==> config.mk <==
export PLATFORM = sky130hd
export DESIGN_NAME = sync_len_sum_frame_receiver_unit
export DESIGN_NICKNAME = d
export VERILOG_FILES = /design/src/rtl/core/slsfr_pkg.sv /design/src/rtl/core/sync_len_sum_frame_receiver_unit.sv /design/src/rtl/core/slsfr_ram.sv /design/src/rtl/core/slsfr_core.sv
export VERILOG_INCLUDE_DIRS = /design/src /design/src/rtl/core
export SDC_FILE = /design/constraint.sdc
export NUM_CORES = 2
export LEC_CHECK = 0
export ABC_CLOCK_PERIOD_IN_PS = 7000
export BUFFER_PORTS_ARGS = -buffer_cell sky130_fd_sc_hd__buf_4
export CAP_MARGIN = 20
export CORE_ASPECT_RATIO = 0.9
export CORE_MARGIN = 3
export CORE_UTILIZATION = 40
export CTS_BUF_LIST = sky130_fd_sc_hd__clkbuf_2
export CTS_CLUSTER_SIZE = 28
export DETAILED_ROUTE_END_ITERATION = 8
export HOLD_SLACK_MARGIN = 0.12
export PLACE_DENSITY = 0.64
export SLEW_MARGIN = 10
export SYNTH_ARGS = -nofsm -noshare
export SYNTH_HDL_FRONTEND = slang
export SYNTH_HIERARCHICAL = 1
export SYNTH_SLANG_ARGS = --single-unit
==> constraint.sdc <==
create_clock -name i_clk -period 7 [get_ports i_clk]
set_input_delay 0.35 -clock i_clk [delete_from_list [all_inputs] [get_ports i_clk]]
set_output_delay 0.35 -clock i_clk [all_outputs]
set_load 0.02 [all_outputs]
==> src/rtl/core/assert_macros.svh <==
// Assertion helpers for the RTL files; only the receiver unit includes them.
`ifndef ASSERT_MACROS_SVH
`define ASSERT_MACROS_SVH

// Property checked at every rising clock edge outside reset.
`define ASSERT_CLK(name, clk, rst_n, prop) \
    name: assert property (@(posedge clk) disable iff (!rst_n) prop) \
        else $error("assertion failed");

// Condition that must never be seen outside reset.
`define ASSERT_NEVER(name, clk, rst_n, expr) \
    name: assert property (@(posedge clk) disable iff (!rst_n) !(expr)) \
        else $error("forbidden condition seen");

`endif

==> src/rtl/core/slsfr_pkg.sv <==
package slsfr_pkg;

    typedef enum logic [1:0] {
        REQ_BYTE  = 2'd0,
        REQ_TICK  = 2'd1,
        REQ_CLEAR = 2'd2,
        REQ_READ  = 2'd3
    } t_req;

    typedef struct packed {
        logic byte_taken;
        logic frame_good;
        logic frame_bad;
        logic frame_new;
    } t_flags;

    localparam logic [7:0]  SYNC_FIRST   = 8'h55;
    localparam logic [7:0]  SYNC_SECOND  = 8'hFF;
    localparam logic [7:0]  HOLD_RESET   = 8'd6;
    localparam logic [15:0] ID_RESET     = 16'hFFFF;
    localparam int          LEN_OVERHEAD = 5;

    // Frame positions
    localparam int POS_HUNT   = 0;
    localparam int POS_SYNC   = 1;
    localparam int POS_ID_HI  = 2;
    localparam int POS_ID_LO  = 3;
    localparam int POS_LEN_LO = 5;
    localparam int POS_BODY   = 6;

endpackage

==> src/rtl/core/sync_len_sum_frame_receiver_unit.sv <==
// Channel   Direction  Handshake               Contents
// input     in         i_in_valid/o_in_stall   req_type, rx_byte, tx_busy, read_index
// result    out        o_out_valid/i_out_stall flags, msg_id, frame_length, received,
//                                               read_data
// config    in         i_cfg_valid/o_cfg_ready hold_ticks
//
// One transaction per cycle while the result is not stalled; each result passes through the
// input register, then through the frame logic into the result register.
// The frame store read is one registered RAM port addressed at input time, with a
// bypass for a store write on the same edge.
// Reset is synchronous; the frame store is not cleared and needs no sweep.
// A stalled result holds the result register; the input stage keeps taking a
// transaction as long as the held one can move on.
`include "assert_macros.svh"

module sync_len_sum_frame_receiver_unit import slsfr_pkg::*; #(
    parameter int STORE_BYTES = 256
) (
    input  logic        i_clk,
    input  logic        i_rst_n,
    input  logic        i_in_valid,
    output logic        o_in_stall,
    input  logic [1:0]  i_req_type,
    input  logic [7:0]  i_rx_byte,
    input  logic        i_tx_busy,
    input  logic [7:0]  i_read_index,
    output logic        o_out_valid,
    input  logic        i_out_stall,
    output logic        o_byte_taken,
    output logic        o_frame_good,
    output logic        o_frame_bad,
    output logic        o_frame_new,
    output logic [15:0] o_msg_id,
    output logic [7:0]  o_frame_length,
    output logic        o_received,
    output logic [7:0]  o_read_data,
    input  logic        i_cfg_valid,
    output logic        o_cfg_ready,
    input  logic [7:0]  i_cfg_data
);

    localparam int AW = $clog2(STORE_BYTES);

    logic          r_in_valid;
    t_req          r_req;
    logic [7:0]    r_byte;
    logic          r_busy;
    logic          r_rd_ok;
    logic          r_byp_hit;
    logic [7:0]    r_byp_data;
    logic [7:0]    r_hold_ticks;

    logic          r_out_valid;
    t_flags        r_flags;
    logic [15:0]   r_msg_id;
    logic [7:0]    r_good_len;
    logic          r_received;
    logic [7:0]    r_read_data;

    logic          accept;
    logic          fire;
    logic [AW-1:0] rd_addr;
    logic [7:0]    ram_rdata;
    logic [7:0]    rd_value;
    t_flags        flags;
    logic [15:0]   msg_id;
    logic [7:0]    good_len;
    logic          received;
    logic          wr_en;
    logic [AW-1:0] wr_addr;
    logic [7:0]    wr_data;

    assign fire       = r_in_valid && (!r_out_valid || !i_out_stall);
    assign o_in_stall = r_in_valid && !fire;
    assign accept     = i_in_valid && !o_in_stall;
    assign rd_addr    = AW'(i_read_index);
    assign o_cfg_ready = 1'b1;

    always_ff @(posedge i_clk) begin
        if (!i_rst_n) begin
            r_in_valid   <= 1'b0;
            r_hold_ticks <= HOLD_RESET;
        end else begin
            if (accept) begin
                r_in_valid <= 1'b1;
            end else if (fire) begin
                r_in_valid <= 1'b0;
            end
            if (i_cfg_valid) begin
                r_hold_ticks <= i_cfg_data;
            end
        end
    end

    // Capture the transaction and any store write landing on the same address this edge.
    always_ff @(posedge i_clk) begin
        if (accept) begin
            r_req      <= t_req'(i_req_type);
            r_byte     <= i_rx_byte;
            r_busy     <= i_tx_busy;
            r_rd_ok    <= (32'(i_read_index) < STORE_BYTES);
            r_byp_hit  <= wr_en && (wr_addr == rd_addr);
            r_byp_data <= wr_data;
        end
    end

    slsfr_ram #(
        .WIDTH (8),
        .DEPTH (STORE_BYTES)
    ) u_store (
        .i_clk   (i_clk),
        .i_we    (wr_en),
        .i_waddr (wr_addr),
        .i_wdata (wr_data),
        .i_re    (accept),
        .i_raddr (rd_addr),
        .o_rdata (ram_rdata)
    );

    slsfr_core #(
        .STORE_BYTES (STORE_BYTES)
    ) u_core (
        .i_clk        (i_clk),
        .i_rst_n      (i_rst_n),
        .i_fire       (fire),
        .i_req        (r_req),
        .i_byte       (r_byte),
        .i_busy       (r_busy),
        .i_hold_ticks (r_hold_ticks),
        .o_flags      (flags),
        .o_msg_id     (msg_id),
        .o_good_len   (good_len),
        .o_received   (received),
        .o_wr_en      (wr_en),
        .o_wr_addr    (wr_addr),
        .o_wr_data    (wr_data)
    );

    always_comb begin
        rd_value = 8'd0;
        if (r_req == REQ_READ && r_rd_ok) begin
            rd_value = r_byp_hit ? r_byp_data : ram_rdata;
        end
    end

    always_ff @(posedge i_clk) begin
        if (!i_rst_n) begin
            r_out_valid <= 1'b0;
        end else if (fire) begin
            r_out_valid <= 1'b1;
        end else if (!i_out_stall) begin
            r_out_valid <= 1'b0;
        end
    end

    always_ff @(posedge i_clk) begin
        if (fire) begin
            r_flags     <= flags;
            r_msg_id    <= msg_id;
            r_good_len  <= good_len;
            r_received  <= received;
            r_read_data <= rd_value;
        end
    end

    assign o_out_valid    = r_out_valid;
    assign o_byte_taken   = r_flags.byte_taken;
    assign o_frame_good   = r_flags.frame_good;
    assign o_frame_bad    = r_flags.frame_bad;
    assign o_frame_new    = r_flags.frame_new;
    assign o_msg_id       = r_msg_id;
    assign o_frame_length = r_good_len;
    assign o_received     = r_received;
    assign o_read_data    = r_read_data;

    `ASSERT_CLK(a_new_sets_flag, i_clk, i_rst_n,
        (o_out_valid && o_frame_new) |-> (o_frame_good && o_received))
    `ASSERT_NEVER(a_end_without_take, i_clk, i_rst_n,
        o_out_valid && (o_frame_good || o_frame_bad) && !o_byte_taken)
    `ASSERT_CLK(a_result_has_source, i_clk, i_rst_n,
        $rose(o_out_valid) |-> $past(r_in_valid))

endmodule

==> src/rtl/core/slsfr_ram.sv <==
module slsfr_ram #(
    parameter int WIDTH = 8,
    parameter int DEPTH = 256
) (
    input  logic                     i_clk,
    input  logic                     i_we,
    input  logic [$clog2(DEPTH)-1:0] i_waddr,
    input  logic [WIDTH-1:0]         i_wdata,
    input  logic                     i_re,
    input  logic [$clog2(DEPTH)-1:0] i_raddr,
    output logic [WIDTH-1:0]         o_rdata
);

    logic [WIDTH-1:0] r_mem [DEPTH];
    logic [WIDTH-1:0] r_rdata;

    always_ff @(posedge i_clk) begin
        if (i_we) begin
            r_mem[i_waddr] <= i_wdata;
        end
        if (i_re) begin
            r_rdata <= r_mem[i_raddr];
        end
    end

    assign o_rdata = r_rdata;

endmodule

==> src/rtl/core/slsfr_core.sv <==
module slsfr_core import slsfr_pkg::*; #(
    parameter int STORE_BYTES = 256
) (
    input  logic                           i_clk,
    input  logic                           i_rst_n,
    input  logic                           i_fire,
    input  t_req                           i_req,
    input  logic [7:0]                     i_byte,
    input  logic                           i_busy,
    input  logic [7:0]                     i_hold_ticks,
    output t_flags                         o_flags,
    output logic [15:0]                    o_msg_id,
    output logic [7:0]                     o_good_len,
    output logic                           o_received,
    output logic                           o_wr_en,
    output logic [$clog2(STORE_BYTES)-1:0] o_wr_addr,
    output logic [7:0]                     o_wr_data
);

    localparam int AW = $clog2(STORE_BYTES);
    localparam int PW = $clog2(STORE_BYTES + 1);
    localparam int CW = 17;
    localparam logic [15:0] LEN_LIMIT = 16'(STORE_BYTES - LEN_OVERHEAD);

    logic [PW-1:0] r_pos, n_pos;
    logic [7:0]    r_sum, n_sum;
    logic [15:0]   r_len, n_len;
    logic [15:0]   r_id, n_id;
    logic          r_flag, n_flag;
    logic [15:0]   r_last_id, n_last_id;
    logic [7:0]    r_hold, n_hold;
    logic [7:0]    r_good_len, n_good_len;

    logic [PW-1:0] pos_m2;
    logic [PW-1:0] pos_p1;
    logic [CW-1:0] end_mark;
    logic          ended;
    logic          restart;
    t_flags        flags;

    assign pos_m2   = r_pos - PW'(POS_ID_HI);
    assign pos_p1   = r_pos + PW'(1);
    assign end_mark = CW'(r_len) + CW'(POS_BODY);

    always_comb begin
        n_pos      = r_pos;
        n_sum      = r_sum;
        n_len      = r_len;
        n_id       = r_id;
        n_flag     = r_flag;
        n_last_id  = r_last_id;
        n_hold     = r_hold;
        n_good_len = r_good_len;
        flags      = '0;
        ended      = 1'b0;
        restart    = 1'b0;
        o_wr_en    = 1'b0;
        if (i_fire) begin
            case (i_req)
                REQ_BYTE: begin
                    if (!i_busy && !r_flag) begin
                        flags.byte_taken = 1'b1;
                        if (r_pos == PW'(POS_HUNT)) begin
                            if (i_byte == SYNC_FIRST) begin
                                restart = 1'b1;
                                n_pos   = PW'(POS_SYNC);
                            end
                        end else if (r_pos == PW'(POS_SYNC)) begin
                            if (i_byte == SYNC_SECOND) begin
                                n_pos = PW'(POS_ID_HI);
                            end else if (i_byte != SYNC_FIRST) begin
                                n_pos = PW'(POS_HUNT);
                            end
                        end else if (r_pos <= PW'(POS_ID_LO)) begin
                            o_wr_en = 1'b1;
                            n_len   = '0;
                            n_id    = {r_id[7:0], i_byte};
                            n_pos   = pos_p1;
                        end else if (r_pos <= PW'(POS_LEN_LO)) begin
                            o_wr_en = 1'b1;
                            n_len   = {r_len[7:0], i_byte};
                            n_pos   = pos_p1;
                            // drop a frame that cannot fit the store
                            if (n_len >= LEN_LIMIT) begin
                                n_pos = PW'(POS_HUNT);
                            end
                        end else begin
                            o_wr_en = 1'b1;
                            n_pos   = pos_p1;
                            if (CW'(r_pos) >= end_mark) begin
                                ended = 1'b1;
                                n_pos = PW'(POS_HUNT);
                                if (r_sum == i_byte) begin
                                    flags.frame_good = 1'b1;
                                    n_hold     = i_hold_ticks;
                                    n_good_len = r_len[7:0] + 8'(LEN_OVERHEAD);
                                    if (r_id != r_last_id) begin
                                        flags.frame_new = 1'b1;
                                        n_flag    = 1'b1;
                                        n_last_id = r_id;
                                    end
                                end else begin
                                    flags.frame_bad = 1'b1;
                                end
                            end
                        end
                        if (!ended) begin
                            n_sum = (restart ? 8'd0 : r_sum) + i_byte;
                        end
                    end
                end
                REQ_TICK: begin
                    if (r_hold != 8'd0) begin
                        n_hold = r_hold - 8'd1;
                        if (r_hold == 8'd1) begin
                            n_flag = 1'b0;
                        end
                    end
                end
                REQ_CLEAR: begin
                    n_flag = 1'b0;
                end
                default: begin
                end
            endcase
        end
    end

    always_ff @(posedge i_clk) begin
        if (!i_rst_n) begin
            r_pos      <= '0;
            r_sum      <= '0;
            r_len      <= '0;
            r_flag     <= 1'b0;
            r_last_id  <= ID_RESET;
            r_hold     <= '0;
            r_good_len <= '0;
        end else begin
            r_pos      <= n_pos;
            r_sum      <= n_sum;
            r_len      <= n_len;
            r_flag     <= n_flag;
            r_last_id  <= n_last_id;
            r_hold     <= n_hold;
            r_good_len <= n_good_len;
        end
    end

    always_ff @(posedge i_clk) begin
        r_id <= n_id;
    end

    assign o_flags    = flags;
    assign o_msg_id   = n_last_id;
    assign o_good_len = n_good_len;
    assign o_received = n_flag;
    assign o_wr_addr  = pos_m2[AW-1:0];
    assign o_wr_data  = i_byte;

endmodule

==> results.yml <==
run_status:
  outcome: "finished clean"
clock_network:
  cts_tree: "yes"
  h-tree-depth: 6
  cts_setup_buffers: 0
  root_buffer: "clkbuf_2"
  clk_pin_slew_ps: 100
  cts_buffer_depth: 4
  clock_latency_ps: 1780
  cts_buffers: 546
  cts_sinks: 2205
sta:
  max_freq_ghz: 0.200
  slew_violations: 0
  period_share_pct: 71.6
  setup_viol: 0
  skew_ps: 144
  tightest_slew_ps: 1240
  relSlewSlack_pct: 17.2
  setup_slack_ps: 1990
  rsz0062_at_grt: "false"
  finalHoldViolations: 0
  finalCriticalPeriod_ps: 5010
  tns_ps: 0
die:
  die_h_um: 449
  ioPinCount: 72
  coreArea_um2: 217000
  rows: 162
  start_util_pct: 40.3
  die_x_um: 498
  dieArea_um2: 224000
routing:
  drt-pass1-iter-count: 6
  wl_per_cell_um: 26.8
  drc: 0
  wl_um: 221000
  vias: 47400
  initialDrtViolationCount: 5624
  ant_nets: 0
  avgViaCountPerCell: 5.76
setup_path:
  endpoint_kind: "flip-flop"
  rr_startpoint: "r_in_valid"
  cp_max_fo: 41
  worstSetupPathType: "reg2reg"
  path_common_cell: "buf_4"
  rr_endpoint: "u_store/r_mem[89][2]"
  crit_chain: "a21boi_4, buf_4, or4b_1, nand2b_1, nor2_2, nand3_1, buf_4, nor2_1"
  critPathRequiredTime_ps: 8310
  cp_slowest_cell: "nand3_1"
  r2r_slack_ps: 1990
  cpPeakStageDelay_ps: 880
  critPathArrivalTime_ps: 6320
  start_kind: "flip-flop"
  reg2reg_depth: 8
synthesis:
  synth-seq-cells: 2205
  yosysMostFrequentCell: "edfxtp_1"
  synth_warnings: 6
  synth_cell_types: 92
  syn_inst: 4453
  synthesis.nets: 4516
  synth_top_area_share_pct: 73.2
  synth_area_um2: 87300
  synth.area.top_cells: "edfxtp_1 (73%), mux4_2 (12%), mux2i_1 (2.0%)"
  synth_top_cell_by_area: "edfxtp_1"
  avgSynthCellArea_um2: 19.6
  synthArstFlopShare_pct: 0
  synth-edff-count: 2129
  synth_ff_type: "edfxtp_1"
  ys_seq_area_share_pct: 75.0
  ys_top_cells_by_count: "edfxtp_1 (2129), mux4_2 (454), nor2_1 (354)"
placed_design:
  placed_cell_area_um2: 90700
  place.gp.congestion: 0.833
  hpwl_um: 128000
  dp_worst_setup_slack_ps: 2030
  port_buffers: 70
power_and_ir_drop:
  power.leakage_nw: 30.8
  p_total_mw: 24.1
  ir_drop_mv: 0.174
  power_density_nw_per_um2: 250
global_routing:
  antenna_found_initial: 9
  grt_pass1_wl_um: 323000
  grt_usage_pct: 19.4
  grt_pass1_vias: 46700
  grt_overflow: 0
  grt_max_degree: 199
final_layout:
  drive_gt1_share_pct: 27.7
  syn_to_final_growth_pct: 10.4
  layout.nets: 5059
  final_area_um2: 96400
  fillers: 18700
hold_path:
  hp-class: "in2reg"
  min_delay_worst_endpoint: "u_store/o_rdata[6]"
  min_from: "i_read_index[4]"
  whs_path_depth: 5
run:
  drv_cap: 0
-- how the worst max path moves through the flow --
stage,start,end,slack (ps)
2_1_floorplan,o_out_valid,u_store/r_mem[234][0],490
3_3_place_gp,i_out_stall,u_store/r_mem[197][2],2120
3_5_place_dp,i_out_stall,u_store/r_mem[205][0],2030
4_1_cts,r_in_valid,u_store/r_mem[205][2],2150
5_1_grt,r_in_valid,u_store/r_mem[197][7],1830
6_report,r_in_valid,u_store/r_mem[89][2],1990
-- what timing repair did --
action,CTS,global route
endpoints found under the setup margin,0,0
resized for setup,0,0
hold buffers,106,0
hold endpoints to repair,180,0
-- kinds of logic (layout without fill, tap and decap cells) --
group	Yosys count	in the layout	synth area share, %
flip-flops	2205	2205	75.0
other	1	13	0.00429
multiplexers	657	657	14.1
AO/OA/AOI/OAI	487	487	3.91
XOR/XNOR	58	58	0.582
adder cells (fa/ha/maj)	31	31	0.453
AND/OR/NAND/NOR	715	715	3.89
buffers and inverters	299	1197	2.05
-- cells in the final DEF, fill, tap and decap left out, types with 12 or more instances in the layout --
cell type and n:
buf_12 14, nor3_1 34, buf_4 150, a221oi_1 13
inv_1 17, inv_2 21, nor4_1 25, clkinv_2 18
ha_1 30, nor2_1 350, diode_2 12, nand2_1 83
a211oi_1 19, dlygate4sd3_1 105, o211ai_1 20, o21ai_0 26
clkinv_1 100, dfxtp_1 76, clkbuf_2 757, edfxtp_1 2129
o22ai_1 30, nand3_1 51, nor2b_1 45, mux4_2 454
xnor2_1 40, and2_1 18, mux2_1 13, nand2b_1 14
xor2_1 18, o221ai_1 48, mux2i_1 175, a21oi_1 127
nand4_1 40, a22oi_1 135
-- per-layer routing --
layer | wire (µm) | up-vias | share of wire [%] | track usage [%]
met5 | 13 | - | 0.0059 | 0
met3 | 22300 | 371 | 10 | 4.92
met1 | 94000 | 24600 | 43 | 28.6
met4 | 4910 | 2 | 2.2 | 5.97
met2 | 99500 | 2695 | 45 | 28.4
li1 | - | 19700 | - | -
-- metrics by stage --
stage               utilization, %  hold slack, ps  std cells
finish                        44.5             361       8233
global route                  44.5             213       8230
CTS                           44.4             122       8219
detailed placement            41.8             444       7210
global placement              41.8             436       7209
floorplan                        -             426       4453
-- state kept, by name, summed over array words and instances (netlist names), 2 cells and up --
register,count
r_req,2
u_core/r_hold,8
o_msg_id,16
u_core/r_last_id,16
u_core/r_good_len,8
r_hold_ticks,8
r_byte,8
r_byp_data,8
u_core/r_len,16
o_read_data,8
u_core/r_sum,8
o_frame_length,8
u_store/r_mem,2048
u_core/r_id,16
u_core/r_pos,9
u_store/o_rdata,8
-- layout make-up --
type / instances / area, µm² / area share [%]
antenna: 12 / 30.0 / 0.0311
clock buffer: 757 / 3790 / 3.93
clock inverter: 146 / 788 / 0.818
inverter: 20 / 75.1 / 0.0779
multi-input combinational: 1949 / 20200 / 20.9
sequential: 2205 / 65500 / 67.9
tap: 2870 / 3590 / 3.72
timing repair buffer: 274 / 2520 / 2.61
-- worst max-delay path: cells and delay by family, from the launching register on --
| kind | cells | cell delay [ps] |
|---|---|---|
| flops | 1 | 370 |
| simple gates | 5 | 3110 |
| buf+inv | 2 | 910 |
| compound gates | 1 | 170 |
-- power by group --
group	leakage [nW]	internal, mW	switching (mW)
Combinational	7.45	0.489	0.933
Clock	3.57	3.19	4.97
Sequential	19.7	14.5	0.0233
Power figures use the tool's default switching activity.
